[src/rtl/core/sbmsl_pkg.sv]
package sbmsl_pkg;

    localparam int SAMPLE_W   = 24;
    localparam int STAGE_W    = 25;
    localparam int FRAC       = 20;
    localparam int THR_W      = 21;
    localparam int COEFF_W    = 20;
    localparam int TANH_DEPTH = 256;
    localparam int TANH_IDX_W = $clog2(TANH_DEPTH);
    localparam int OVER_W     = 23;
    localparam int DIV_STEPS  = OVER_W;

    localparam logic [THR_W-1:0]   THR_MIN       = 21'd10486;
    localparam logic [THR_W-1:0]   THR_MAX       = 21'd1048576;
    localparam logic [COEFF_W-1:0] COEFF_DEFAULT = 20'd17775;
    localparam logic [19:0]        KNEE_Q20      = 20'd964690;

    localparam logic [2:0] REG_MASTER = 3'd0;
    localparam logic [2:0] REG_BASS   = 3'd1;
    localparam logic [2:0] REG_LIM    = 3'd2;
    localparam logic [2:0] REG_THR    = 3'd3;
    localparam logic [2:0] REG_COEFF  = 3'd4;

    typedef struct packed {
        logic               master;
        logic               bass;
        logic               lim;
        logic [THR_W-1:0]   thr;
        logic [COEFF_W-1:0] coeff;
    } cfg_t;

    typedef struct packed {
        logic                      bypass;
        logic                      lim;
        logic signed [STAGE_W-1:0] s_l;
        logic signed [STAGE_W-1:0] s_r;
    } item_t;

    typedef logic [FRAC:0] tanh_rom_t [0:TANH_DEPTH];

    // shift-subtract quotient of a nonnegative value by a positive one
    function automatic longint udiv(input longint n, input longint d);
        longint q;
        longint r;
        q = 0;
        r = 0;
        for (int b = 62; b >= 0; b--) begin
            r = (r <<< 1) | ((n >>> b) & 64'sd1);
            if (r >= d) begin
                r = r - d;
                q = q | (64'sd1 <<< b);
            end
        end
        return q;
    endfunction

    function automatic tanh_rom_t build_tanh_rom();
        tanh_rom_t rom;
        longint    one30;
        longint    y;
        longint    z;
        longint    term;
        longint    sum;
        longint    t;
        longint    den;
        longint    q;
        longint    num;
        longint    dv;
        one30 = 64'sd1 <<< 30;
        for (int i = 0; i <= TANH_DEPTH; i++) begin
            y    = ((64'sd16 <<< 30) * i) >>> TANH_IDX_W;
            z    = y >>> 5;
            term = one30;
            sum  = one30;
            for (int k = 1; k <= 12; k++) begin
                num = term * z;
                dv  = longint'(k) <<< 30;
                if (num < 0) begin
                    term = udiv(-num, dv);
                end else begin
                    term = -udiv(num, dv);
                end
                sum  = sum + term;
            end
            t = sum;
            for (int k = 0; k < 5; k++) begin
                t = (t * t + (one30 >>> 1)) >>> 30;
            end
            den    = one30 + t;
            q      = udiv(((one30 - t) <<< FRAC) + (den >>> 1), den);
            rom[i] = q[FRAC:0];
        end
        return rom;
    endfunction

    localparam tanh_rom_t TANH_ROM = build_tanh_rom();

endpackage

[src/rtl/core/sbmsl_front.sv]
module sbmsl_front (
    input  logic                                  aclk,
    input  logic                                  aresetn,
    input  sbmsl_pkg::cfg_t                       cfg,
    input  logic                                  lp_clear,
    input  logic                                  s_valid,
    output logic                                  s_ready,
    input  logic signed [sbmsl_pkg::SAMPLE_W-1:0] s_left_sample,
    input  logic signed [sbmsl_pkg::SAMPLE_W-1:0] s_right_sample,
    output logic                                  q_push,
    output sbmsl_pkg::item_t                      q_item,
    input  logic                                  q_full
);

    localparam int SW = sbmsl_pkg::SAMPLE_W;

    typedef enum logic [2:0] {
        F_IDLE = 3'b001,
        F_MUL  = 3'b010,
        F_PUSH = 3'b100
    } fstate_t;

    fstate_t                 state_reg;
    logic signed [SW-1:0]    x_reg  [0:1];
    logic signed [SW-1:0]    lp_reg [0:1];
    logic signed [45:0]      prod_reg [0:1];

    logic [sbmsl_pkg::COEFF_W-1:0] coeff;
    logic signed [SW:0]            diff [0:1];
    logic signed [26:0]            lpn  [0:1];
    logic signed [27:0]            mono;
    logic signed [27:0]            v    [0:1];
    logic signed [sbmsl_pkg::STAGE_W-1:0] s [0:1];

    function automatic logic signed [26:0] in_range27(input logic signed [26:0] val);
        return (val >= -27'sd8388608 && val <= 27'sd8388608) ? val : 27'sd0;
    endfunction

    assign coeff   = (cfg.coeff != '0) ? cfg.coeff : sbmsl_pkg::COEFF_DEFAULT;
    assign s_ready = (state_reg == F_IDLE);

    always_comb begin
        for (int c = 0; c < 2; c++) begin
            diff[c] = (SW+1)'(x_reg[c]) - (SW+1)'(lp_reg[c]);
            lpn[c]  = in_range27(27'(lp_reg[c]) + 27'((prod_reg[c] + 46'sd524288) >>> 20));
        end
        mono = (28'(lpn[0]) + 28'(lpn[1]) + 28'sd1) >>> 1;
        for (int c = 0; c < 2; c++) begin
            v[c] = 28'(x_reg[c]) + mono - 28'(lpn[c]);
            if (cfg.master && cfg.bass) begin
                s[c] = (v[c] >= -28'sd8388608 && v[c] <= 28'sd8388608) ? v[c][24:0] : '0;
            end else begin
                s[c] = 25'(x_reg[c]);
            end
        end
        q_item.bypass = !cfg.master;
        q_item.lim    = cfg.lim;
        q_item.s_l    = s[0];
        q_item.s_r    = s[1];
        q_push        = (state_reg == F_PUSH) && !q_full;
    end

    always_ff @(posedge aclk) begin
        if (s_valid && s_ready) begin
            x_reg[0] <= s_left_sample;
            x_reg[1] <= s_right_sample;
        end
        if (state_reg == F_MUL) begin
            for (int c = 0; c < 2; c++) begin
                prod_reg[c] <= $signed({1'b0, coeff}) * diff[c];
            end
        end
    end

    always_ff @(posedge aclk) begin
        if (!aresetn) begin
            state_reg <= F_IDLE;
            lp_reg[0] <= '0;
            lp_reg[1] <= '0;
        end else begin
            case (state_reg)
                F_IDLE: begin
                    if (s_valid) begin
                        state_reg <= F_MUL;
                    end
                end
                F_MUL: begin
                    state_reg <= F_PUSH;
                end
                F_PUSH: begin
                    if (!q_full) begin
                        state_reg <= F_IDLE;
                        if (cfg.master && cfg.bass) begin
                            lp_reg[0] <= lpn[0][SW-1:0];
                            lp_reg[1] <= lpn[1][SW-1:0];
                        end
                    end
                end
                default: begin
                    state_reg <= F_IDLE;
                end
            endcase
            if (lp_clear) begin
                lp_reg[0] <= '0;
                lp_reg[1] <= '0;
            end
        end
    end

endmodule

[config.mk]
export PLATFORM = sky130hd
export DESIGN_NAME = sbmsl_front
export DESIGN_NICKNAME = d
export VERILOG_FILES = /design/src/rtl/core/sbmsl_pkg.sv /design/src/rtl/core/sbmsl_front.sv
export SDC_FILE = /design/constraint.sdc
export NUM_CORES = 2
export LEC_CHECK = 0
export BUFFER_PORTS_ARGS = -buffer_cell sky130_fd_sc_hd__buf_2
export CORE_MARGIN = 2
export CORE_UTILIZATION = 50
export DETAILED_ROUTE_END_ITERATION = 10
export PLACE_DENSITY = 0.66
export SLEW_MARGIN = 40
export SYNTH_ARGS = -nofsm -noshare
export SYNTH_HDL_FRONTEND = slang
export SYNTH_SLANG_ARGS = --single-unit
[constraint.sdc]
create_clock -name aclk -period 14.54 [get_ports aclk]
set_input_delay 1.454 -clock aclk [delete_from_list [all_inputs] [get_ports aclk]]
set_output_delay 1.454 -clock aclk [all_outputs]
set_load 0.01 [all_outputs]
==> impl_results.md <==
* Slowest stage cell, crit path: or4b_2
* Detailed placer's ending HPWL at 120000 um
* Synth unique cells at 96
* WL/cell at 20.7 um
* Final min period at 13.68 ns
* Max-cap violations at 0
* Synthesis Warnings at 0
* Status: complete, no violations
* Core area at 105000 um2
* Post-Synth Adder-Cell Area at 50.5%
* Share of cells above drive strength 1 at 5.80%
* Max FFs per register at 54
* Critical path arrival at 12.23 ns
* CTS root buf: clkbuf_16
* Hold Path Class: reg2reg
* Mapped Area at 52900 um2
* Fin. max-slew vios at 0
* Final Setup Violations at 0
* Final setup skew at 0.00930 ns
* CP Max Fanout at 14
* Fillers at 9776
* Num ports at 151
* Initial core utilization at 50.3%
* Final Non-Filler Cells at 7373
* Initial antenna violation count at 5
* Layout Utilization at 53.1%
* Critical Setup Path Class: reg2out
* # nets final at 7558
* Row count at 119
* Via density at 5.60
* Simple-Gate Fraction of Synth Area at 16.9%
* Global route total overflow at 0
* Largest net degree at the start of global routing at 55
* Critical path's most frequent cell: nor2_1
* Num CTS Buffers at 17
* Die W at 329 um
* Die height at 329 um
* R2r setup slk at 1.63 ns
* Async SR Flop Fraction at 0%
* Startpoint Class: flip-flop
* Worst setup EP type: output port
* Dominant synthesized flop cell: edfxtp_1
* Fin. Hold Viols at 0
* GRT Total Usage at 28.9%
* Number of global-route vias before repair at 42884
* CTS HTree Levels at 4
* Placed insts at 7340
* Syn_nets at 7591
* Global-route wire length before repair at 242000 um
* Slew headroom at 41.4%
* Drt total wl at 153000 um
* Die ar. at 108000 um2
* Max incr delay on CP at 0.64 ns
* First-pass detailed-route iteration total at 6
* Largest family of logic cells by synthesized area: adder cells
* Sink Count at 153
* Clk buf depth at 2
* Area grow syn2layout at 5.53%
* Synth Register Bits at 153
* EDFF count, synth at 102
* Post-CTS setup buffers at 0
* DR vias at 41261
* Mapped Cells at 6001
* Syn Area/Cell at 8.82 um2
* Setup TNS at 0 ns
* DR DRC count at 0
* Slew @ Worst Pin at 0.876 ns
* Final Cycle Share at 94.1%
* Final ANT Viol Nets at 0
* Mux cell area share after synthesis at 0.215%
* CTS tree: done
* Port bufs at 127
* GPL Wtd Cong at 0.976
* Fmax at 0.0731 GHz
* Register area share after synthesis at 7.72%
* Synth Area in XOR/XNOR at 4.02%
* Clock latency on the worst-skew pair at 0.47 ns
* CTS Hold Bufs at 0
* Synth Area in Compound Gates at 9.61%
* Initial drt markers at 3222
* Clock Pin Slew Worst Setup and Hold Paths at 0.07 ns
* Crit path required time at 13.09 ns
==> final cells by class <==
cell class	count	area (um2)	share of cell area, %
diodes	1	2.50	0.00448
clock inverters	15	166	0.298
multi-input cells	4302	43300	77.6
clock buffers	17	425	0.762
inverters	1275	4790	8.57
repair buffers	219	1330	2.37
well taps	1391	1740	3.12
flip-flops and latches	153	4080	7.31
==> placed cells by master (no fill, tap or decap), types with 32 or more instances in the layout <==
cell / Yosys / routed
a21oi_1: 173 / 173
fa_1: 1067 / 1067
inv_1: 1272 / 1272
xnor2_1: 179 / 160
a22oi_1: 46 / 46
buf_4: 2 / 92
nand3_1: 119 / 119
nand2_1: 640 / 638
nor2_1: 277 / 270
dfxtp_1: 51 / 51
nor2b_1: 58 / 58
ha_1: 426 / 425
o21ai_0: 108 / 106
a21o_1: 65 / 65
or3_1: 37 / 37
nor3_1: 67 / 67
a22o_1: 49 / 49
and3_1: 85 / 85
edfxtp_1: 102 / 102
and2_1: 400 / 398
xor2_1: 64 / 62
buf_2: 11 / 127
o21a_1: 32 / 32
==> synth_stat cells, types with 8 or more instances <==
master / number / share of area, %
a211oi_1: 28 / 0.40
a21boi_0: 31 / 0.44
a21o_1: 65 / 0.92
a21oi_1: 173 / 1.6
a22o_1: 49 / 0.81
a22oi_1: 46 / 0.65
a31o_2: 9 / 0.15
a31oi_1: 17 / 0.20
and2_1: 400 / 4.7
and3_1: 85 / 1.0
and4_1: 10 / 0.17
buf_2: 11 / 0.10
clkbuf_1: 253 / 1.8
dfxtp_1: 51 / 1.9
edfxtp_1: 102 / 5.8
fa_1: 1067 / 40
ha_1: 426 / 10
inv_1: 1272 / 9.0
mux2i_1: 8 / 0.15
nand2_1: 640 / 4.5
nand2b_1: 31 / 0.37
nand3_1: 119 / 1.1
nand4_1: 31 / 0.37
nor2_1: 277 / 2.0
nor2b_1: 58 / 0.69
nor3_1: 67 / 0.63
nor3b_1: 9 / 0.13
nor4_1: 20 / 0.24
o211ai_1: 20 / 0.28
o21a_1: 32 / 0.45
o21ai_0: 108 / 1.0
o21ai_1: 11 / 0.10
o21bai_1: 17 / 0.24
o22ai_1: 8 / 0.095
o31a_1: 10 / 0.17
o31ai_1: 16 / 0.23
or2_2: 14 / 0.17
or3_1: 37 / 0.44
xnor2_1: 179 / 3.0
xor2_1: 64 / 1.1
==> cell families after synthesis <==
kind of cell,count (synthesis)
compound gates,733
mux,11
xor+xnor,243
buf+inv,1546
fa+ha+maj,1494
flops,153
simple gates,1821
==> worst max-delay path, delay by kind of cell, from the launching register on <==
family                     cells  cell delay [ns]
xor gates and xnor gates       1             0.18
buffers and inverters          5             0.85
muxes                          1             0.20
and+or+nand+nor               20             4.53
DFF                            1             0.42
AOI/OAI and AO/OA             14             4.01
adders and majority gates      4             1.56
==> final timing paths <==
kind,depth (start not counted),endpoint,from
worst min register to register,2,lp_reg[0][9],lp_reg[0][9]
worst max register to register,49,prod_reg[0][45],x_reg[0][0]
worst min-delay path,2,lp_reg[0][9],lp_reg[0][9]
worst max-delay path,45,q_item[3],prod_reg[0][67]
==> through the flow <==
step	setup WS (ns)	hold WS, ns	area, um2
final	0.857	0.479	55800
after global routing	-0.00379	0.521	55800
after CTS	0.510	0.482	55800
after detailed placement	1.09	0.472	55200
after global placement	1.23	0.460	55100
after floorplan	2.89	0.449	52900
==> layer usage <==
layer / track usage [%] / wire length (um) / vias to the layer above
met1: 39.9 / 64500 / 20798
met4: 8.80 / 4820 / 0
met3: 3.70 / 12000 / 257
met2: 47.8 / 71200 / 1603
met5: 0 / 0 / -
li1: - / - / 18603
==> repair_timing <==
item                       CTS  global route
gates resized for setup      0             3
hold endpoints to repair     0             0
setup endpoints to repair    0            48
Power is left out: the tool's default activity adds up to more than one toggle a clock period on the data nets, which glitch-free logic cannot reach.
