[config.mk]
export PLATFORM = sky130hd
export DESIGN_NAME = sbmsl_fifo
export DESIGN_NICKNAME = d
export VERILOG_FILES = /design/src/rtl/core/sbmsl_pkg.sv /design/src/rtl/core/sbmsl_fifo.sv
export SDC_FILE = /design/constraint.sdc
export NUM_CORES = 1
export LEC_CHECK = 0
export BUFFER_PORTS_ARGS = -buffer_cell sky130_fd_sc_hd__buf_2
export CAP_MARGIN = 20
export CORE_MARGIN = 2
export CORE_UTILIZATION = 52
export CTS_CLUSTER_SIZE = 40
export DETAILED_ROUTE_END_ITERATION = 16
export GPL_ROUTABILITY_DRIVEN = 0
export GPL_TIMING_DRIVEN = 1
export MAX_ROUTING_LAYER = met4
export PLACE_DENSITY = 0.89
export SLEW_MARGIN = 10
export SYNTH_ARGS = -nofsm -noshare
export SYNTH_HDL_FRONTEND = slang
export SYNTH_SLANG_ARGS = --single-unit
export TNS_END_PERCENT = 20
[constraint.sdc]
create_clock -name aclk -period 4.5 [get_ports aclk]
set_input_delay 0.675 -clock aclk [delete_from_list [all_inputs] [get_ports aclk]]
set_output_delay 0.675 -clock aclk [all_outputs]
set_load 0.01 [all_outputs]
[src/rtl/core/sbmsl_pkg.sv]
package sbmsl_pkg;

    localparam int SAMPLE_W   = 24;
    localparam int STAGE_W    = 25;
    localparam int FRAC       = 20;
    localparam int THR_W      = 21;
    localparam int COEFF_W    = 20;
    localparam int TANH_DEPTH = 256;
    localparam int TANH_IDX_W = $clog2(TANH_DEPTH);
    localparam int OVER_W     = 23;
    localparam int DIV_STEPS  = OVER_W;

    localparam logic [THR_W-1:0]   THR_MIN       = 21'd10486;
    localparam logic [THR_W-1:0]   THR_MAX       = 21'd1048576;
    localparam logic [COEFF_W-1:0] COEFF_DEFAULT = 20'd17775;
    localparam logic [19:0]        KNEE_Q20      = 20'd964690;

    localparam logic [2:0] REG_MASTER = 3'd0;
    localparam logic [2:0] REG_BASS   = 3'd1;
    localparam logic [2:0] REG_LIM    = 3'd2;
    localparam logic [2:0] REG_THR    = 3'd3;
    localparam logic [2:0] REG_COEFF  = 3'd4;

    typedef struct packed {
        logic               master;
        logic               bass;
        logic               lim;
        logic [THR_W-1:0]   thr;
        logic [COEFF_W-1:0] coeff;
    } cfg_t;

    typedef struct packed {
        logic                      bypass;
        logic                      lim;
        logic signed [STAGE_W-1:0] s_l;
        logic signed [STAGE_W-1:0] s_r;
    } item_t;

    typedef logic [FRAC:0] tanh_rom_t [0:TANH_DEPTH];

    // shift-subtract quotient of a nonnegative value by a positive one
    function automatic longint udiv(input longint n, input longint d);
        longint q;
        longint r;
        q = 0;
        r = 0;
        for (int b = 62; b >= 0; b--) begin
            r = (r <<< 1) | ((n >>> b) & 64'sd1);
            if (r >= d) begin
                r = r - d;
                q = q | (64'sd1 <<< b);
            end
        end
        return q;
    endfunction

    function automatic tanh_rom_t build_tanh_rom();
        tanh_rom_t rom;
        longint    one30;
        longint    y;
        longint    z;
        longint    term;
        longint    sum;
        longint    t;
        longint    den;
        longint    q;
        longint    num;
        longint    dv;
        one30 = 64'sd1 <<< 30;
        for (int i = 0; i <= TANH_DEPTH; i++) begin
            y    = ((64'sd16 <<< 30) * i) >>> TANH_IDX_W;
            z    = y >>> 5;
            term = one30;
            sum  = one30;
            for (int k = 1; k <= 12; k++) begin
                num = term * z;
                dv  = longint'(k) <<< 30;
                if (num < 0) begin
                    term = udiv(-num, dv);
                end else begin
                    term = -udiv(num, dv);
                end
                sum  = sum + term;
            end
            t = sum;
            for (int k = 0; k < 5; k++) begin
                t = (t * t + (one30 >>> 1)) >>> 30;
            end
            den    = one30 + t;
            q      = udiv(((one30 - t) <<< FRAC) + (den >>> 1), den);
            rom[i] = q[FRAC:0];
        end
        return rom;
    endfunction

    localparam tanh_rom_t TANH_ROM = build_tanh_rom();

endpackage

[src/rtl/core/sbmsl_fifo.sv]
module sbmsl_fifo (
    input  logic                aclk,
    input  logic                aresetn,
    input  logic                push,
    input  sbmsl_pkg::item_t    push_item,
    output logic                full,
    input  logic                pop,
    output sbmsl_pkg::item_t    pop_item,
    output logic                empty
);

    sbmsl_pkg::item_t mem_reg [0:1];
    logic             wr_ptr_reg;
    logic             rd_ptr_reg;
    logic [1:0]       count_reg;

    assign full     = (count_reg == 2'd2);
    assign empty    = (count_reg == 2'd0);
    assign pop_item = mem_reg[rd_ptr_reg];

    always_ff @(posedge aclk) begin
        if (push && !full) begin
            mem_reg[wr_ptr_reg] <= push_item;
        end
    end

    always_ff @(posedge aclk) begin
        if (!aresetn) begin
            wr_ptr_reg <= 1'b0;
            rd_ptr_reg <= 1'b0;
            count_reg  <= 2'd0;
        end else begin
            if (push && !full) begin
                wr_ptr_reg <= ~wr_ptr_reg;
            end
            if (pop && !empty) begin
                rd_ptr_reg <= ~rd_ptr_reg;
            end
            count_reg <= count_reg + 2'((push && !full) ? 1 : 0) - 2'((pop && !empty) ? 1 : 0);
        end
    end

endmodule

==> results of run 1 <==
==> logic make-up (layout without fill, tap and decap cells) <==
group           count (synthesis)  after routing
simple gates                   11             11
fa+ha+maj                       2              2
compound gates                  1              1
buf+inv                         8            129
xor+xnor                        3              3
flops                         109            109
mux                            53             53
==> worst paths after layout <==
path / start / end / cells after the start
setup / recovery: register / pop_item[0] / 2
hold / removal: push_item[8] / mem_reg[1][8] / 1
setup reg to reg: count_reg[0] / mem_reg[0][13] / 4
hold reg to reg: wr_ptr_reg / wr_ptr_reg / 2
==> power by group <==
part | switching, mW | internal (mW)
registers | 0.121 | 1.28
logic | 0.278 | 0.385
clock network | 0.312 | 0.258
total | 0.712 | 1.92
==> final cells by class <==
type                    instances  area share [%]
clock buffers                   9            2.46
repair buffers                111            11.1
inverters                       2           0.149
well taps                     102            2.54
multi-input cells              70            18.1
flip-flops and latches        109            64.2
clock inverters                 7            1.47
==> critical path, cell delays in order, from the launching register on <==
cell	delay, ns
dfxtp_4	1.00
mux2_2	0.41
buf_2	0.14
==> routing by layer <==
| layer | vias to the layer above | global-route usage, % |
|---|---|---|
| met5 | - | - |
| met4 | 0 | 5.80 |
| met3 | 4 | 4.55 |
| met2 | 73 | 27.6 |
| met1 | 996 | 17.6 |
| li1 | 957 | - |
==> synth_stat cells (all sizes together) <==
| cell type | instances | area (µm²) |
|---|---|---|
| edfxtp | 104 | 3120 |
| mux2 | 52 | 773 |
| buf | 6 | 111 |
| dfxtp | 5 | 100 |
| xnor2 | 3 | 26.3 |
| and2 | 2 | 12.5 |
| ha | 2 | 25.0 |
| inv | 2 | 7.51 |
| nand2 | 2 | 7.51 |
| nand2b | 2 | 12.5 |
| nor2 | 2 | 7.51 |
| nor2b | 2 | 12.5 |
| and3 | 1 | 6.26 |
| mux2i | 1 | 10.0 |
| o21a | 1 | 7.51 |
==> out/qor.yml, run 1 <==
outcome: "complete, no violations"
syn_nets: 245
top_layer_used: "met4"
post-route-min-period_ns: 2.59
final-hold-violation-count: 0
rows: 32
synth-seq-cells: 109
die_h_um: 94.3
via_per_inst: 4.95
wl_per_cell_um: 15.9
finClkSkew_ns: 0.0152
die_w_um: 94.3
synthMuxAreaShare_pct: 18.5
ys_seq_area_share_pct: 76.0
clk_pin_slew_ns: 0.10
setup_slack_ns: 1.91
yosys_warnings: 0
post-route-cell-area_mm2: 0.00503
largest_register_ffs: 104
most-common-layout-cells: "buf_2, edfxtp_1, mux2_4"
num_antenna_cells: 0
fill_cells: 574
dr_wl_met2_um: 3430
cts_resized: 0
place_ws_ns: 2.16
final_common_cell: "buf_2"
rsz0062_at_grt: "no"
fin_crit_sh_pct: 57.5
ir_worst_vdd_v: 0.000298
antenna_found_initial: 0
synth_cell_types: 17
critPathMaxFanout: 52
dieArea_mm2: 0.00890
required_ns: 3.83
start_util_pct: 54.3
wl_met1_um: 2660
final_util_pct: 64.4
slew_violations: 0
worstMarginPinSlew_ns: 0.958
portBuffers: 109
drv_cap: 0
vias: 2030
instances_no_fill: 410
ctsHoldBuffers: 0
final_antenna_net_count: 0
worst_setup_path_start_kind: "register"
leakagePower_nw: 1.98
tritoncts: "done"
synth_top_family_by_area: "multiplexers"
power_mw: 2.63
h-tree-depth: 3
nets: 361
grt_first_pass_wirelength_um: 9950
crit_path_end_kind: "output port"
cts_setup_buffers: 0
setup_violations: 0
place_area_mm2: 0.00483
clock.fmax_mhz: 387
root_buffer: "clkbuf_8"
power_density_mw_per_mm2: 523
cts_buffer_depth: 2
clock-sinks: 109
synth-xor-area-share_pct: 0.619
drc: 0
grt-ovfl-total: 0
drive_gt1_share_pct: 59.1
crit_arrival_ns: 1.91
synth_area_per_cell_um2: 22.7
core_mm2: 0.00781
first_pass_iters: 4
place_inst: 394
multi_input_area_um2: 910
synthSimpleGateAreaFrac_pct: 1.39
grt_usage_pct: 15.9
path_class: "reg2out"
syn_area_mm2: 0.00424
r2r_slack_ns: 2.43
syn_inst: 187
grt_max_degree: 53
regArea_mm2: 0.00323
hold_class: "in2reg"
synth_fa_ha_area_share_pct: 0.590
synth_compound_area_share_pct: 0.177
fin_tns_setup_ns: 0
wl_met3_um: 391
syn_to_final_growth_pct: 18.5
clk_latency_ns: 0.36
hpwl_um: 4380
first_iter_violations: 91
holdWs_ns: 0.494
grt_pass1_vias: 2067
cts_made_buffers: 9
slew_headroom_pct: 36.1
routed_wl_um: 6520
io-pin-count: 110
Power figures use the tool's default switching activity.
==> run 2, diff against run 1 <==
==> constraint.sdc (replaced) <==
create_clock -name aclk -period 2.5 [get_ports aclk]
set_input_delay 0.375 -clock aclk [delete_from_list [all_inputs] [get_ports aclk]]
set_output_delay 0.375 -clock aclk [all_outputs]
set_load 0.01 [all_outputs]
==> run 2 against run 1 <==
Net effect: sequential power grew 74%; utilization is 0.58 points higher; final cell count grew 0.73%; count of clock-buffer cells in the layout up 3; setup slack worse by 1.6 ns; cell area grew 0.90%; global-route usage is 0.33 points higher; non-clock buffer count is 3 higher; hold slack got worse by 0.29 ns; via count increased by 1.6%; routed wire length grew 2.3%; first-iteration DRC count grew 19%; critical endpoint is now pop_item[25]; largest power group unchanged.
==> out/qor.yml, run 2 (synthesized netlist as in run 1, its figures left out) <==
outcome: "complete, no violations"  # unchanged
vias: 2063  # was 2030
first_pass_iters: 4  # unchanged
cts_resized: 0  # unchanged
worstMarginPinSlew_ns: 0.539  # was 0.958 ns
leakagePower_nw: 2.01  # was 1.98 nW
drive_gt1_share_pct: 58.8  # was 59.1%
clock-sinks: 109  # unchanged
antenna_found_initial: 0  # unchanged
portBuffers: 109  # unchanged
die_w_um: 94.3  # unchanged
most-common-layout-cells: "buf_2, edfxtp_1, mux2_4"  # unchanged
start_util_pct: 54.3  # unchanged
via_per_inst: 5.00  # was 4.95
io-pin-count: 110  # unchanged
num_antenna_cells: 0  # unchanged
slew_headroom_pct: 64.1  # was 36.1%
largest_register_ffs: 104  # unchanged
wl_per_cell_um: 16.2  # was 15.9 µm
nets: 364  # was 361
final_antenna_net_count: 0  # unchanged
final-hold-violation-count: 0  # unchanged
routed_wl_um: 6670  # was 6520 µm
fin_crit_sh_pct: 86.8
first_iter_violations: 108  # was 91
crit_arrival_ns: 1.79  # was 1.91 ns
grt_pass1_vias: 2129  # was 2067
h-tree-depth: 3  # unchanged
clock.fmax_mhz: 461
root_buffer: "clkbuf_8"  # unchanged
worst_setup_path_start_kind: "register"  # unchanged
setup_violations: 0  # unchanged
clk_latency_ns: 0.36  # about the same
dieArea_mm2: 0.00890  # unchanged
tritoncts: "done"  # unchanged
grt_first_pass_wirelength_um: 10200  # was 9950 µm
critPathMaxFanout: 22  # was 52
post-route-min-period_ns: 2.17
cts_made_buffers: 9  # unchanged
drv_cap: 0  # unchanged
holdWs_ns: 0.200  # was 0.494 ns
hold_class: "in2reg"  # unchanged
cts_buffer_depth: 2  # unchanged
die_h_um: 94.3  # unchanged
fin_tns_setup_ns: 0  # unchanged
drc: 0  # unchanged
final_common_cell: "buf_2"  # unchanged
finClkSkew_ns: 0.00886  # was 0.0152 ns
required_ns: 2.12  # was 3.83 ns
rsz0062_at_grt: "no"  # unchanged
power_density_mw_per_mm2: 940  # was 523 mW/mm²
slew_violations: 0  # unchanged
grt_usage_pct: 16.3  # was 15.9%
core_mm2: 0.00781  # unchanged
hpwl_um: 4720  # was 4380 µm
ctsHoldBuffers: 0  # unchanged
cts_setup_buffers: 0  # unchanged
path_class: "reg2out"  # unchanged
crit_path_end_kind: "output port"  # unchanged
ir_worst_vdd_v: 0.000701  # was 0.000298 V
grt-ovfl-total: 0  # unchanged
rows: 32  # unchanged
grt_max_degree: 34  # was 53
clk_pin_slew_ns: 0.10  # about the same
syn_to_final_growth_pct: 19.6  # was 18.5%
## run 2: changes by cell type in the layout (fill, tap and decap cells not counted)
| cell | delta |
|---|---|
| buf_12 | +2 |
| clkbuf_1 | +2 |
| clkinvlp_4 | -2 |
| buf_4 | +1 |
| clkbuf_8 | +1 |
| inv_6 | -1 |
## run 2: critical path: stages (launching register included)
cell,delay [ns]
dfxtp_4,0.61
buf_4,0.34
mux2_4,0.33
buf_2,0.14
## run 2: worst paths after layout
kind,slack [ns],cells past startpoint,startpoint,to
max,0.33,3,register,pop_item[25]
min,0.20,1,push_item[5],mem_reg[0][5]
max reg2reg,0.75,8,count_reg[0],count_reg[1]
min reg2reg,0.55,2,wr_ptr_reg,wr_ptr_reg
## run 2: metal layers
metal / vias up / track usage [%] / wire [µm]
met1: 1013 / 17.6 / 2570
met3: 15 / 3.43 / 309
met2: 73 / 28.5 / 3630
met4: 0 / 7.85 / 161
li1: 962 / - / -
met5: - / - / 0
## run 2: final cells by class
| class | instances | area (µm²) |
|---|---|---|
| Clock buffer | 12 | 145 |
| Clock inverter | 4 | 50.0 |
| Fill cell | 540 | 2730 |
| Inverter | 2 | 7.51 |
| Multi-Input combinational cell | 70 | 910 |
| Sequential cell | 109 | 3230 |
| Tap cell | 102 | 128 |
| Timing Repair Buffer | 114 | 608 |
## run 2: stage by stage
step           total power [mW]  utilization, %  area [µm²]  cells  setup WS [ns]
2_1_floorplan              3.44               -        4250    187          0.134
3_3_place_gp               3.75            62.5        4880    397          0.752
3_5_place_dp               3.80            62.5        4880    397          0.703
4_1_cts                    4.83            65.0        5070    413          0.299
5_1_grt                    5.01            65.0        5070    413          0.249
6_report                   4.77            65.0        5070    413          0.331
## run 2: power by group
part / internal, mW / switching [mW] / total [mW]
registers: 2.30 / 0.136 / 2.43
logic: 0.716 / 0.594 / 1.31
clock network: 0.490 / 0.538 / 1.03
total: 3.50 / 1.27 / 4.77
